[config.mk]
export PLATFORM = sky130hd
export DESIGN_NAME = rgb_to_yuv420_planar_writer
export DESIGN_NICKNAME = d
export VERILOG_FILES = /design/src/rtl/rgyuv_pkg.sv /design/src/rtl/rgyuv_raster.sv /design/src/rtl/rgyuv_color.sv /design/src/rtl/rgyuv_emit.sv /design/src/rtl/rgb_to_yuv420_planar_writer.sv
export SDC_FILE = /design/constraint.sdc
export NUM_CORES = 2
export LEC_CHECK = 0
export BUFFER_PORTS_ARGS = -buffer_cell sky130_fd_sc_hd__clkbuf_2
export CORE_MARGIN = 3
export CORE_UTILIZATION = 45
export DETAILED_ROUTE_END_ITERATION = 16
export GPL_ROUTABILITY_DRIVEN = 0
export MAX_ROUTING_LAYER = met4
export PLACE_DENSITY = 0.69
export SLEW_MARGIN = 20
export SYNTH_ARGS = -nofsm -noshare
export SYNTH_HDL_FRONTEND = slang
export SYNTH_HIERARCHICAL = 1
export SYNTH_SLANG_ARGS = --single-unit
[constraint.sdc]
create_clock -name clk -period 14.9 [get_ports clk]
set_input_delay 1.49 -clock clk [delete_from_list [all_inputs] [get_ports clk]]
set_output_delay 1.49 -clock clk [all_outputs]
set_load 0.005 [all_outputs]
[src/rtl/rgyuv_pkg.sv]
// Shared types, constants and helpers for the RGB to planar YUV 4:2:0 writer.
// No dependencies; every other file in rtl/ refers to this package by scope.
package rgyuv_pkg;

  // Field widths
  localparam int CFG_W  = 13;   // frame size registers
  localparam int ADDR_W = 25;   // byte offset into the planar frame buffer
  localparam int BYTE_W = 8;    // one sample
  localparam int SUM_W  = 27;   // signed Q16 color sum

  // Configuration register indexes
  localparam logic REG_FRAME_WIDTH  = 1'b0;
  localparam logic REG_FRAME_HEIGHT = 1'b1;

  // Reset values of the frame size registers
  localparam logic [CFG_W-1:0] FRAME_WIDTH_RST  = 13'd640;
  localparam logic [CFG_W-1:0] FRAME_HEIGHT_RST = 13'd480;

  // Full-range BT.601 coefficients, Q0.16 rounded to nearest
  localparam logic signed [17:0] KY_R =  18'sd19595;
  localparam logic signed [17:0] KY_G =  18'sd38470;
  localparam logic signed [17:0] KY_B =  18'sd7471;
  localparam logic signed [17:0] KU_R = -18'sd11058;
  localparam logic signed [17:0] KU_G = -18'sd21710;
  localparam logic signed [17:0] KU_B =  18'sd32768;
  localparam logic signed [17:0] KV_R =  18'sd32768;
  localparam logic signed [17:0] KV_G = -18'sd27439;
  localparam logic signed [17:0] KV_B = -18'sd5329;

  // Chroma offset of 128 and top of range 255, both in Q16
  localparam logic signed [SUM_W-1:0] OFS_Q16 = 27'sd8388608;
  localparam logic signed [SUM_W-1:0] TOP_Q16 = 27'sd16711680;

  // Plane codes on the result channel
  typedef enum logic [1:0] {
    PLANE_Y = 2'd0,
    PLANE_U = 2'd1,
    PLANE_V = 2'd2
  } plane_t;

  // Position flags of the pixel being taken in
  typedef struct packed {
    logic chroma;      // even column and even row
    logic last_frame;  // bottom-right pixel of the frame
  } pix_flags_t;

  // Everything one pixel writes, held until its last byte is taken
  typedef struct packed {
    logic [ADDR_W-1:0] y_addr;
    logic [ADDR_W-1:0] u_addr;
    logic [ADDR_W-1:0] v_addr;
    logic [BYTE_W-1:0] y_val;
    logic [BYTE_W-1:0] u_val;
    logic [BYTE_W-1:0] v_val;
    pix_flags_t        flags;
  } pix_result_t;

  // Clamp a Q16 sum to 0..255 and drop the fraction
  function automatic logic [BYTE_W-1:0] clamp_q16(input logic signed [SUM_W-1:0] s);
    logic [BYTE_W-1:0] v;
    if (s < 0) begin
      v = '0;
    end else if (s > TOP_Q16) begin
      v = '1;
    end else begin
      v = s[23:16];
    end
    return v;
  endfunction

endpackage

[src/rtl/rgyuv_raster.sv]
// Frame size registers, size fitting and the raster column/row counters.
// Depends on rgyuv_pkg.
module rgyuv_raster #(
  parameter int MAX_WIDTH  = 4096,
  parameter int MAX_HEIGHT = 4096,
  localparam int WW = $clog2(MAX_WIDTH + 1),
  localparam int HW = $clog2(MAX_HEIGHT + 1),
  localparam int CW = $clog2(MAX_WIDTH),
  localparam int RW = $clog2(MAX_HEIGHT)
) (
  input  logic                      clk,
  input  logic                      rst,
  input  logic                      cfg_write,
  input  logic                      cfg_index,
  input  logic [rgyuv_pkg::CFG_W-1:0] cfg_data,
  input  logic                      advance,
  output logic [CW-1:0]             pos_x,
  output logic [RW-1:0]             pos_y,
  output logic [WW-1:0]             eff_w,
  output logic [HW-1:0]             eff_h,
  output rgyuv_pkg::pix_flags_t     flags
);

  localparam int FWW = ((WW > rgyuv_pkg::CFG_W) ? WW : rgyuv_pkg::CFG_W) + 1;
  localparam int FHW = ((HW > rgyuv_pkg::CFG_W) ? HW : rgyuv_pkg::CFG_W) + 1;

  logic [rgyuv_pkg::CFG_W-1:0] frame_width;
  logic [rgyuv_pkg::CFG_W-1:0] frame_height;
  logic [CW-1:0] column_count, column_count_next;
  logic [RW-1:0] row_count, row_count_next;

  logic [FWW-1:0] fit_w;
  logic [FHW-1:0] fit_h;
  logic [WW-1:0]  x_ext, x_inc;
  logic [HW-1:0]  y_ext, y_inc;

  // Take configuration writes
  always_ff @(posedge clk) begin
    if (rst) begin
      frame_width  <= rgyuv_pkg::FRAME_WIDTH_RST;
      frame_height <= rgyuv_pkg::FRAME_HEIGHT_RST;
    end else if (cfg_write) begin
      case (cfg_index)
        rgyuv_pkg::REG_FRAME_WIDTH:  frame_width  <= cfg_data;
        rgyuv_pkg::REG_FRAME_HEIGHT: frame_height <= cfg_data;
        default: ;
      endcase
    end
  end

  // Saturate sizes to 2..MAX and force them even
  always_comb begin
    fit_w = FWW'(frame_width);
    if (fit_w < FWW'(2)) fit_w = FWW'(2);
    if (fit_w > FWW'(MAX_WIDTH)) fit_w = FWW'(MAX_WIDTH);
    fit_h = FHW'(frame_height);
    if (fit_h < FHW'(2)) fit_h = FHW'(2);
    if (fit_h > FHW'(MAX_HEIGHT)) fit_h = FHW'(MAX_HEIGHT);
    eff_w = {fit_w[WW-1:1], 1'b0};
    eff_h = {fit_h[HW-1:1], 1'b0};
  end

  // Place the current pixel; a count beyond a shrunk frame wraps first
  always_comb begin
    x_ext = WW'(column_count);
    y_ext = HW'(row_count);
    if (x_ext >= eff_w) begin
      x_ext = '0;
      y_ext = y_ext + HW'(1);
    end
    if (y_ext >= eff_h) begin
      y_ext = '0;
    end
    pos_x = x_ext[CW-1:0];
    pos_y = y_ext[RW-1:0];
    flags.chroma     = !x_ext[0] && !y_ext[0];
    flags.last_frame = (x_ext == eff_w - WW'(1)) && (y_ext == eff_h - HW'(1));
  end

  // Step to the next raster position
  always_comb begin
    x_inc = x_ext + WW'(1);
    y_inc = y_ext + HW'(1);
    if (x_inc >= eff_w) begin
      column_count_next = '0;
      if (y_inc >= eff_h) begin
        row_count_next = '0;
      end else begin
        row_count_next = y_inc[RW-1:0];
      end
    end else begin
      column_count_next = x_inc[CW-1:0];
      row_count_next    = y_ext[RW-1:0];
    end
  end

  always_ff @(posedge clk) begin
    if (rst) begin
      column_count <= '0;
      row_count    <= '0;
    end else if (advance) begin
      column_count <= column_count_next;
      row_count    <= row_count_next;
    end
  end

endmodule

[src/rtl/rgyuv_color.sv]
// RGB to full-range BT.601 YUV in Q16 fixed point, clamped to bytes.
// Depends on rgyuv_pkg (coefficients and clamp_q16).
module rgyuv_color (
  input  logic [rgyuv_pkg::BYTE_W-1:0] red,
  input  logic [rgyuv_pkg::BYTE_W-1:0] green,
  input  logic [rgyuv_pkg::BYTE_W-1:0] blue,
  output logic [rgyuv_pkg::BYTE_W-1:0] y_val,
  output logic [rgyuv_pkg::BYTE_W-1:0] u_val,
  output logic [rgyuv_pkg::BYTE_W-1:0] v_val
);

  localparam int SW = rgyuv_pkg::SUM_W;

  logic signed [SW-1:0] r_s, g_s, b_s;
  logic signed [SW-1:0] y_sum, u_sum, v_sum;

  // Widen the components to signed sums
  assign r_s = SW'($signed({1'b0, red}));
  assign g_s = SW'($signed({1'b0, green}));
  assign b_s = SW'($signed({1'b0, blue}));

  // Weighted sums; chroma carries the 128 offset
  assign y_sum = r_s * SW'(rgyuv_pkg::KY_R) + g_s * SW'(rgyuv_pkg::KY_G)
               + b_s * SW'(rgyuv_pkg::KY_B);
  assign u_sum = r_s * SW'(rgyuv_pkg::KU_R) + g_s * SW'(rgyuv_pkg::KU_G)
               + b_s * SW'(rgyuv_pkg::KU_B) + rgyuv_pkg::OFS_Q16;
  assign v_sum = r_s * SW'(rgyuv_pkg::KV_R) + g_s * SW'(rgyuv_pkg::KV_G)
               + b_s * SW'(rgyuv_pkg::KV_B) + rgyuv_pkg::OFS_Q16;

  // Clamp and truncate
  assign y_val = rgyuv_pkg::clamp_q16(y_sum);
  assign u_val = rgyuv_pkg::clamp_q16(u_sum);
  assign v_val = rgyuv_pkg::clamp_q16(v_sum);

endmodule

[src/rtl/rgyuv_emit.sv]
// Result buffer: holds one pixel's bytes and sends Y, then U and V for chroma
// pixels, one request per cycle while out_ready is high. Depends on rgyuv_pkg.
module rgyuv_emit (
  input  logic                          clk,
  input  logic                          rst,
  input  logic                          pix_valid,
  input  rgyuv_pkg::pix_result_t        pix,
  output logic                          take,
  output logic                          out_valid,
  input  logic                          out_ready,
  output logic [rgyuv_pkg::ADDR_W-1:0]  byte_address,
  output logic [rgyuv_pkg::BYTE_W-1:0]  byte_value,
  output logic [1:0]                    plane,
  output logic                          last_of_pixel,
  output logic                          last_of_frame
);

  rgyuv_pkg::pix_result_t held;
  logic                   full, full_next;
  rgyuv_pkg::plane_t      idx, idx_next;
  logic                   last_result;
  logic                   sent;
  logic                   load;

  // Last request of the held pixel, and buffer turnover
  assign last_result = !held.flags.chroma || (idx == rgyuv_pkg::PLANE_V);
  assign sent        = full && out_ready;
  assign take        = !full || (sent && last_result);
  assign load        = pix_valid && take;

  // Advance through the planes, reload or drain
  always_comb begin
    full_next = full;
    idx_next  = idx;
    if (load) begin
      full_next = 1'b1;
      idx_next  = rgyuv_pkg::PLANE_Y;
    end else if (sent && last_result) begin
      full_next = 1'b0;
      idx_next  = rgyuv_pkg::PLANE_Y;
    end else if (sent) begin
      case (idx)
        rgyuv_pkg::PLANE_Y: idx_next = rgyuv_pkg::PLANE_U;
        rgyuv_pkg::PLANE_U: idx_next = rgyuv_pkg::PLANE_V;
        default:            idx_next = rgyuv_pkg::PLANE_Y;
      endcase
    end
  end

  always_ff @(posedge clk) begin
    if (rst) begin
      full <= 1'b0;
      idx  <= rgyuv_pkg::PLANE_Y;
    end else begin
      full <= full_next;
      idx  <= idx_next;
    end
  end

  // Hold the payload
  always_ff @(posedge clk) begin
    if (load) begin
      held <= pix;
    end
  end

  // Select the current request
  always_comb begin
    case (idx)
      rgyuv_pkg::PLANE_U: begin
        byte_address = held.u_addr;
        byte_value   = held.u_val;
      end
      rgyuv_pkg::PLANE_V: begin
        byte_address = held.v_addr;
        byte_value   = held.v_val;
      end
      default: begin
        byte_address = held.y_addr;
        byte_value   = held.y_val;
      end
    endcase
  end

  assign out_valid     = full;
  assign plane         = idx;
  assign last_of_pixel = last_result;
  assign last_of_frame = last_result && held.flags.last_frame;

`ifndef SYNTHESIS
  a_luma_only: assert property (@(posedge clk) disable iff (rst)
    (full && !held.flags.chroma) |-> (idx == rgyuv_pkg::PLANE_Y))
    else $error("non-chroma pixel left the luma plane");

  a_load_restart: assert property (@(posedge clk) disable iff (rst)
    load |=> (full && idx == rgyuv_pkg::PLANE_Y))
    else $error("new pixel did not start at luma");

  a_mid_pixel_holds: assert property (@(posedge clk) disable iff (rst)
    (sent && !last_result) |=> (full && idx != rgyuv_pkg::PLANE_Y))
    else $error("chroma sequence broken before its last request");

  a_drain: assert property (@(posedge clk) disable iff (rst)
    (sent && last_result && !pix_valid) |=> !full)
    else $error("buffer stayed full after its last request");
`endif

endmodule

[src/rtl/rgb_to_yuv420_planar_writer.sv]
// Top level of the RGB to planar YUV 4:2:0 writer: input stage, address math
// and wiring. Depends on rgyuv_pkg, rgyuv_raster, rgyuv_color and rgyuv_emit.
//
//   channel  handshake             payload
//   in       in_valid / in_ready   red, green, blue
//   out      out_valid / out_ready byte_address, byte_value, plane,
//                                  last_of_pixel, last_of_frame
//   cfg      cfg_write             cfg_index, cfg_data
//
// A pixel at odd column or odd row sends one request (Y), one at even column
// and even row sends three (Y, U, V); the single result port sets the rate at one
// request per cycle while out_ready is high, 1.5 requests per pixel over a frame.
// Accepted pixels go through the input stage register into the result buffer.
// Reset clears the counters, the buffers and sets the size to 640 x 480.
// A stalled out channel backs up the input stage, then drops in_ready.
module rgb_to_yuv420_planar_writer #(
  parameter int MAX_WIDTH  = 4096,
  parameter int MAX_HEIGHT = 4096
) (
  input  logic                          clk,
  input  logic                          rst,
  input  logic                          cfg_write,
  input  logic                          cfg_index,
  input  logic [rgyuv_pkg::CFG_W-1:0]   cfg_data,
  input  logic                          in_valid,
  output logic                          in_ready,
  input  logic [rgyuv_pkg::BYTE_W-1:0]  red,
  input  logic [rgyuv_pkg::BYTE_W-1:0]  green,
  input  logic [rgyuv_pkg::BYTE_W-1:0]  blue,
  output logic                          out_valid,
  input  logic                          out_ready,
  output logic [rgyuv_pkg::ADDR_W-1:0]  byte_address,
  output logic [rgyuv_pkg::BYTE_W-1:0]  byte_value,
  output logic [1:0]                    plane,
  output logic                          last_of_pixel,
  output logic                          last_of_frame
);

  localparam int WW = $clog2(MAX_WIDTH + 1);
  localparam int HW = $clog2(MAX_HEIGHT + 1);
  localparam int CW = $clog2(MAX_WIDTH);
  localparam int RW = $clog2(MAX_HEIGHT);
  localparam int AW = (HW + WW + 2 > rgyuv_pkg::ADDR_W) ? HW + WW + 2 : rgyuv_pkg::ADDR_W;

  logic                  accept;
  logic                  take;
  logic [CW-1:0]         pos_x;
  logic [RW-1:0]         pos_y;
  logic [WW-1:0]         eff_w;
  logic [HW-1:0]         eff_h;
  rgyuv_pkg::pix_flags_t flags;

  // Input stage
  logic                         s1_valid, s1_valid_next;
  logic [rgyuv_pkg::BYTE_W-1:0] s1_red, s1_green, s1_blue;
  logic [CW-1:0]                s1_x;
  logic [RW-1:0]                s1_y;
  logic [WW-1:0]                s1_w;
  logic [HW-1:0]                s1_h;
  rgyuv_pkg::pix_flags_t        s1_flags;

  logic [AW-1:0]                yw, area, cidx;
  logic [AW-1:0]                y_full, u_full, v_full;
  logic [rgyuv_pkg::BYTE_W-1:0] y_val, u_val, v_val;
  rgyuv_pkg::pix_result_t       pix;

  assign in_ready = !s1_valid || take;
  assign accept   = in_valid && in_ready;

  rgyuv_raster #(
    .MAX_WIDTH  (MAX_WIDTH),
    .MAX_HEIGHT (MAX_HEIGHT)
  ) u_raster (
    .clk       (clk),
    .rst       (rst),
    .cfg_write (cfg_write),
    .cfg_index (cfg_index),
    .cfg_data  (cfg_data),
    .advance   (accept),
    .pos_x     (pos_x),
    .pos_y     (pos_y),
    .eff_w     (eff_w),
    .eff_h     (eff_h),
    .flags     (flags)
  );

  // Hold the accepted pixel with its position and frame size
  always_comb begin
    s1_valid_next = s1_valid;
    if (accept) begin
      s1_valid_next = 1'b1;
    end else if (take) begin
      s1_valid_next = 1'b0;
    end
  end

  always_ff @(posedge clk) begin
    if (rst) begin
      s1_valid <= 1'b0;
    end else begin
      s1_valid <= s1_valid_next;
    end
  end

  always_ff @(posedge clk) begin
    if (accept) begin
      s1_red   <= red;
      s1_green <= green;
      s1_blue  <= blue;
      s1_x     <= pos_x;
      s1_y     <= pos_y;
      s1_w     <= eff_w;
      s1_h     <= eff_h;
      s1_flags <= flags;
    end
  end

  // Plane addresses; for even row and even width, (y/2)*(w/2) is y*w/4
  assign yw     = AW'(s1_y) * AW'(s1_w);
  assign area   = AW'(s1_h) * AW'(s1_w);
  assign cidx   = (yw >> 2) + AW'(s1_x >> 1);
  assign y_full = yw + AW'(s1_x);
  assign u_full = area + cidx;
  assign v_full = area + (area >> 2) + cidx;

  rgyuv_color u_color (
    .red   (s1_red),
    .green (s1_green),
    .blue  (s1_blue),
    .y_val (y_val),
    .u_val (u_val),
    .v_val (v_val)
  );

  // Gather everything the pixel writes
  always_comb begin
    pix.y_addr = y_full[rgyuv_pkg::ADDR_W-1:0];
    pix.u_addr = u_full[rgyuv_pkg::ADDR_W-1:0];
    pix.v_addr = v_full[rgyuv_pkg::ADDR_W-1:0];
    pix.y_val  = y_val;
    pix.u_val  = u_val;
    pix.v_val  = v_val;
    pix.flags  = s1_flags;
  end

  rgyuv_emit u_emit (
    .clk           (clk),
    .rst           (rst),
    .pix_valid     (s1_valid),
    .pix           (pix),
    .take          (take),
    .out_valid     (out_valid),
    .out_ready     (out_ready),
    .byte_address  (byte_address),
    .byte_value    (byte_value),
    .plane         (plane),
    .last_of_pixel (last_of_pixel),
    .last_of_frame (last_of_frame)
  );

endmodule

### Word level (Yosys, flattened, before mapping)

Cells that the tools add are included.

| storage, ports and cells | value |
|---|---|
| flip-flop bits (word level) | 229 |
| input port bits | 43 |
| output and inout port bits | 39 |
| word-level logic and storage cells | 111 |

| operators by class | value |
|---|---|
| add/sub/neg operators | 18 |
| $mul | 9 |
| order comparisons | 14 |
| eq/ne operators | 4 |
| multiplexer cells | 20 |
| bitwise operators | 1 |
| reductions and logical operators | 21 |

Operator list:

| cell | number |
|---|---|
| $add 27x27->27 | 3 |
| $gt 27x25->1 const B | 3 |
| $lt 27x1->1 const B | 3 |
| $mux 13 | 6 |
| $add 25x24->25 | 3 |
| $add 27x25->27 const B | 2 |
| $pmux 25 s2 | 1 |
| $mul 12x12->24 | 2 |
| $mux 12 | 4 |
| $mul 8x15->23 const B | 2 |
| $mul 9x14->23 const B | 2 |
| $ge 13x13->1 | 3 |
| $add 24x27->27 | 1 |
| $add 27x22->27 | 1 |
| $add 27x24->27 | 1 |
| $add 12x1->13 const B | 2 |
| $gt 13x13->1 const B | 2 |
| $lt 13x2->1 const B | 2 |
| $sub 13x1->13 const B | 2 |
| $add 25x12->25 | 1 |
| $mul 9x16->25 const B | 1 |
| $add 23x11->24 | 1 |
| $mul 9x15->24 const B | 1 |
| $mux 8 | 3 |
| other kinds (18) | 35 |

### Longest topological paths before layout

| depth | value |
|---|---|
| word-level depth | 12 |
| gate-level depth with buffers | 38 |
| gate-level depth less buffers | 37 |

### Modules after synthesis

The synthesis kept the hierarchy.

Modules (own cells, without submodules):

| module | instances | cells each | area each (um^2) | seq. area each (um^2) |
|---|---|---|---|---|
| rgyuv_color | 1 | 1,849 | 17,651.9 | 0.0 |
| rgb_to_yuv420_planar_writer | 1 | 1,859 | 16,962.5 | 2,302.2 |
| rgyuv_raster | 1 | 726 | 5,216.3 | 980.9 |
| rgyuv_emit | 1 | 241 | 4,011.3 | 3,093.0 |

### Worst setup path after synthesis

OpenSTA, ideal clock, no wires.

| timing | value |
|---|---|
| kind | flip-flop to flip-flop |
| from | register s1_w[3] |
| to | register u_emit/held[50] (netlist name), data pin |
| library setup time | 0.259 ns |
| arrival | 7.735 ns |
| data required time | 14.641 ns |
| path slack | 6.905 ns |
| cell stages (with the launch flop) | 34 |
| buffers on the path | 1 |
| clock period less this slack | 7.995 ns |
| path through | edfxtp_1 clkbuf_1 nand2_1 fa_1 fa_1 inv_1 ha_1 fa_1 inv_1 fa_1 inv_1 ha_1 o211ai_1 o21ai_0 xor2_1 ha_1 nand3_1 nand2_1 a41oi_1 nor4b_1 nor2_1 xnor2_1 inv_1 fa_1 inv_1 ha_1 or2_2 a31oi_1 or3_1 o311ai_1 a41o_1 a21o_1 a21oi_1 xnor2_1 |

RTL lines:

| what | line | text |
|---|---|---|
| start: declaration | rgb_to_yuv420_planar_writer.sv:58 | `logic [WW-1:0] s1_w;` |
| start signal: assignment | rgb_to_yuv420_planar_writer.sv:112 | `s1_w <= eff_w;` |
| end signal: assignment | rgyuv_emit.sv:63 | `held <= pix;` |
| end: declaration | rgyuv_emit.sv:18 | `rgyuv_pkg::pix_result_t held;` |

==> key figures <==
Final layout
  • Area of the multi-input gates: 33200 um2
  • Net count, final: 6018
  • Seq. cell area: 6380 um2
  • Layout area overhead: 5.96%
  • FILL cells: 8912
  • Share of cells above drive strength 1: 0.0576

Critical path
  • Critical-path top delay cell: edfxtp_1
  • CP most frequent cell: fa_1
  • Worst path max stage delay: 1020 ps
  • CP Launch Type: register
  • CP endpoint kind: register
  • CP required: 15270 ps
  • WP data arrival: 9720 ps
  • WS Path Type: reg -> reg
  • Crit-path max FO: 25

Clock tree
  • Htree depth: 1
  • Reg clk slew, reported paths: 60 ps
  • CTS Root Cell: clkbuf_16
  • Clock latency at the later pin of the worst-skew pair: 640 ps
  • Clk sink count: 230
  • Num CTS Buffers: 30
  • Cts hold-fix bufs: 0
  • Max Root-Sink Buffers: 3
  • TritonCTS clock tree: done
  • PostCTS Resize Cnt: 0
  • # Post-CTS Setup Buffers: 0

Die
  • Core area: 95900 um2
  • Starting Density: 0.457
  • DIE AREA: 101000 um2
  • # rows: 113
  • # IOs: 82
  • DIE WIDTH: 318 um
  • Die Ht: 318 um

Timing
  • Post-route minimum period: 9340 ps
  • Clock skew: 31.9 ps
  • Final setup TNS: 0 ps
  • Relative max-transition margin: 0.282
  • Final Hold Vio Count: 0
  • Worst Tran Pin Value: 1080 ps
  • RSZ-0062 raised after global routing: false
  • Final Max Tran Viols: 0
  • Setup violators final: 0
  • Max Clk Rate: 107 MHz
  • Period utilization: 0.627

Synth
  • Sequential area share after synthesis: 0.145
  • Top FF cell, synth: edfxtp_1
  • Async set-or-reset flop fraction in the synthesized netlist: 0
  • Warnings from Yosys: 6
  • Mapped Area: 43800 um2
  • Syn Area/Cell: 9.38 um2
  • Unique masters post-synth: 121
  • #FFs+latches synth: 230
  • Synth area leaders: fa_1 (28%), ha_1 (19%), edfxtp_1 (12%), inv_1 (8.5%), nand2_1 (3.3%)
  • Top cells by count, synth: inv_1 (995), ha_1 (670), fa_1 (604), nand2_1 (381), a21oi_1 (212)
  • Yosys top cell area share: 0.276
  • Most common cell in the netlist: inv_1
  • Post-Synthesis Cells: 4675
  • EDFF count, synth: 177
  • Area leader, netlist: fa_1

Global routing
  • Initial antenna violation count: 2
  • GR Util met1: 0.316
  • First-pass GRT wire length: 180000 um
  • Total GRT Usage: 0.227
  • Grt ovf: 0
  • Grt met3 use: 0.0319
  • Pin count of the biggest net entering global routing: 70
  • Met2 Use GR: 0.353
  • GR peak layer: met2
  • Vias in the first global route: 33100

Place
  • PortBufs: 81
  • Hpwl dp: 92600 um

Status
  • Status: completed

Drt
  • Via count: 32200
  • Vias per cell: 5.38
  • Initial DRC count: 2556
  • Antenna Nets Post-Route: 0
  • WL/cell: 18.6 um
  • Post-route DRC: 0
  • Pre-antenna DRT Iters: 5
  • DRT Wirelength: 111000 um

Worst hold path
  • Hold Path Class: reg -> reg

Flow run
  • Max-cap violation count: 0
==> per-stage QoR <==
step | area, um2 | hold WS (ps) | setup WS, ps | util | std cells
finish | 46500 | 431 | 5560 | 0.485 | 5991
global route | 46500 | 445 | 5030 | 0.485 | 5990
CTS | 46500 | 438 | 5650 | 0.485 | 5990
detailed placement | 45500 | 411 | 5680 | 0.474 | 5934
global placement | 45500 | 436 | 5850 | 0.474 | 5934
floorplan | 43800 | 400 | 6910 | - | 4676
==> worst paths after layout <==
kind / from / end / slack (ps) / depth (start not counted)
worst min register to register: pix[0] / u_emit/held[0] / 430 / 0
worst max register to register: s1_w[4] / u_emit/held[50] / 5560 / 30
worst min-delay path: pix[0] / u_emit/held[0] / 430 / 0
worst max-delay path: s1_w[4] / u_emit/held[50] / 5560 / 30
==> kinds of logic (layout without fill, tap and decap cells) <==
group | after synthesis | after routing | synth area share
XOR/XNOR | 260 | 260 | 0.0543
flip-flops | 230 | 230 | 0.145
AO/OA/AOI/OAI | 701 | 701 | 0.110
buffers and inverters | 1109 | 1158 | 0.0987
AND/OR/NAND/NOR | 1095 | 1095 | 0.124
adder cells (fa/ha/maj) | 1274 | 1274 | 0.467
multiplexers | 5 | 5 | 0.00123
other | 1 | 3 | 0.0000855
==> final cells by class <==
cell class	count	share of cell area
diodes	1	0.0000539
clock buffers	31	0.0162
clock inverters	25	0.00531
inverters	995	0.0804
multi-input cells	3337	0.714
flip-flops and latches	230	0.137
well taps	1265	0.0341
repair buffers	107	0.0129
==> critical path, delay by kind of cell, from the launching register on <==
family | cells | cell delay (ps)
AOI/OAI and AO/OA | 9 | 1790
adders and majority gates | 9 | 4000
and+or+nand+nor | 6 | 1460
xor gates and xnor gates | 3 | 660
DFF | 1 | 1020
buffers and inverters | 3 | 130
==> layer usage <==
layer,wire [um],share of wire,up-vias
met4,2820,0.025,0
met5,0,0,-
li1,-,-,15200
met1,50900,0.46,15800
met2,50200,0.45,996
met3,7510,0.067,172
==> state kept, by name (all words and copies together) (netlist names), 8 cells and up <==
signal and flops:
u_emit/held 101, s1_w 13, s1_x 12, u_raster/row_count 12
u_raster/frame_height 12, u_raster/frame_width 13, s1_red 8, u_raster/column_count 12
s1_blue 8, s1_h 13, s1_green 8, s1_y 12
==> cell usage in the layout (no fill, tap or decap), drive strengths merged, types with 70 or more instances in the layout <==
| cell type | count |
|---|---|
| ha | 670 |
| and2 | 150 |
| a21oi | 223 |
| clkbuf | 112 |
| fa | 604 |
| a21o | 70 |
| xor2 | 102 |
| o21ai | 116 |
| nor2 | 199 |
| xnor2 | 158 |
| inv | 998 |
| nand2 | 381 |
| edfxtp | 177 |
Power is not shown: default switching activity piles up to over one toggle a cycle in this logic, so the estimate is an artifact.
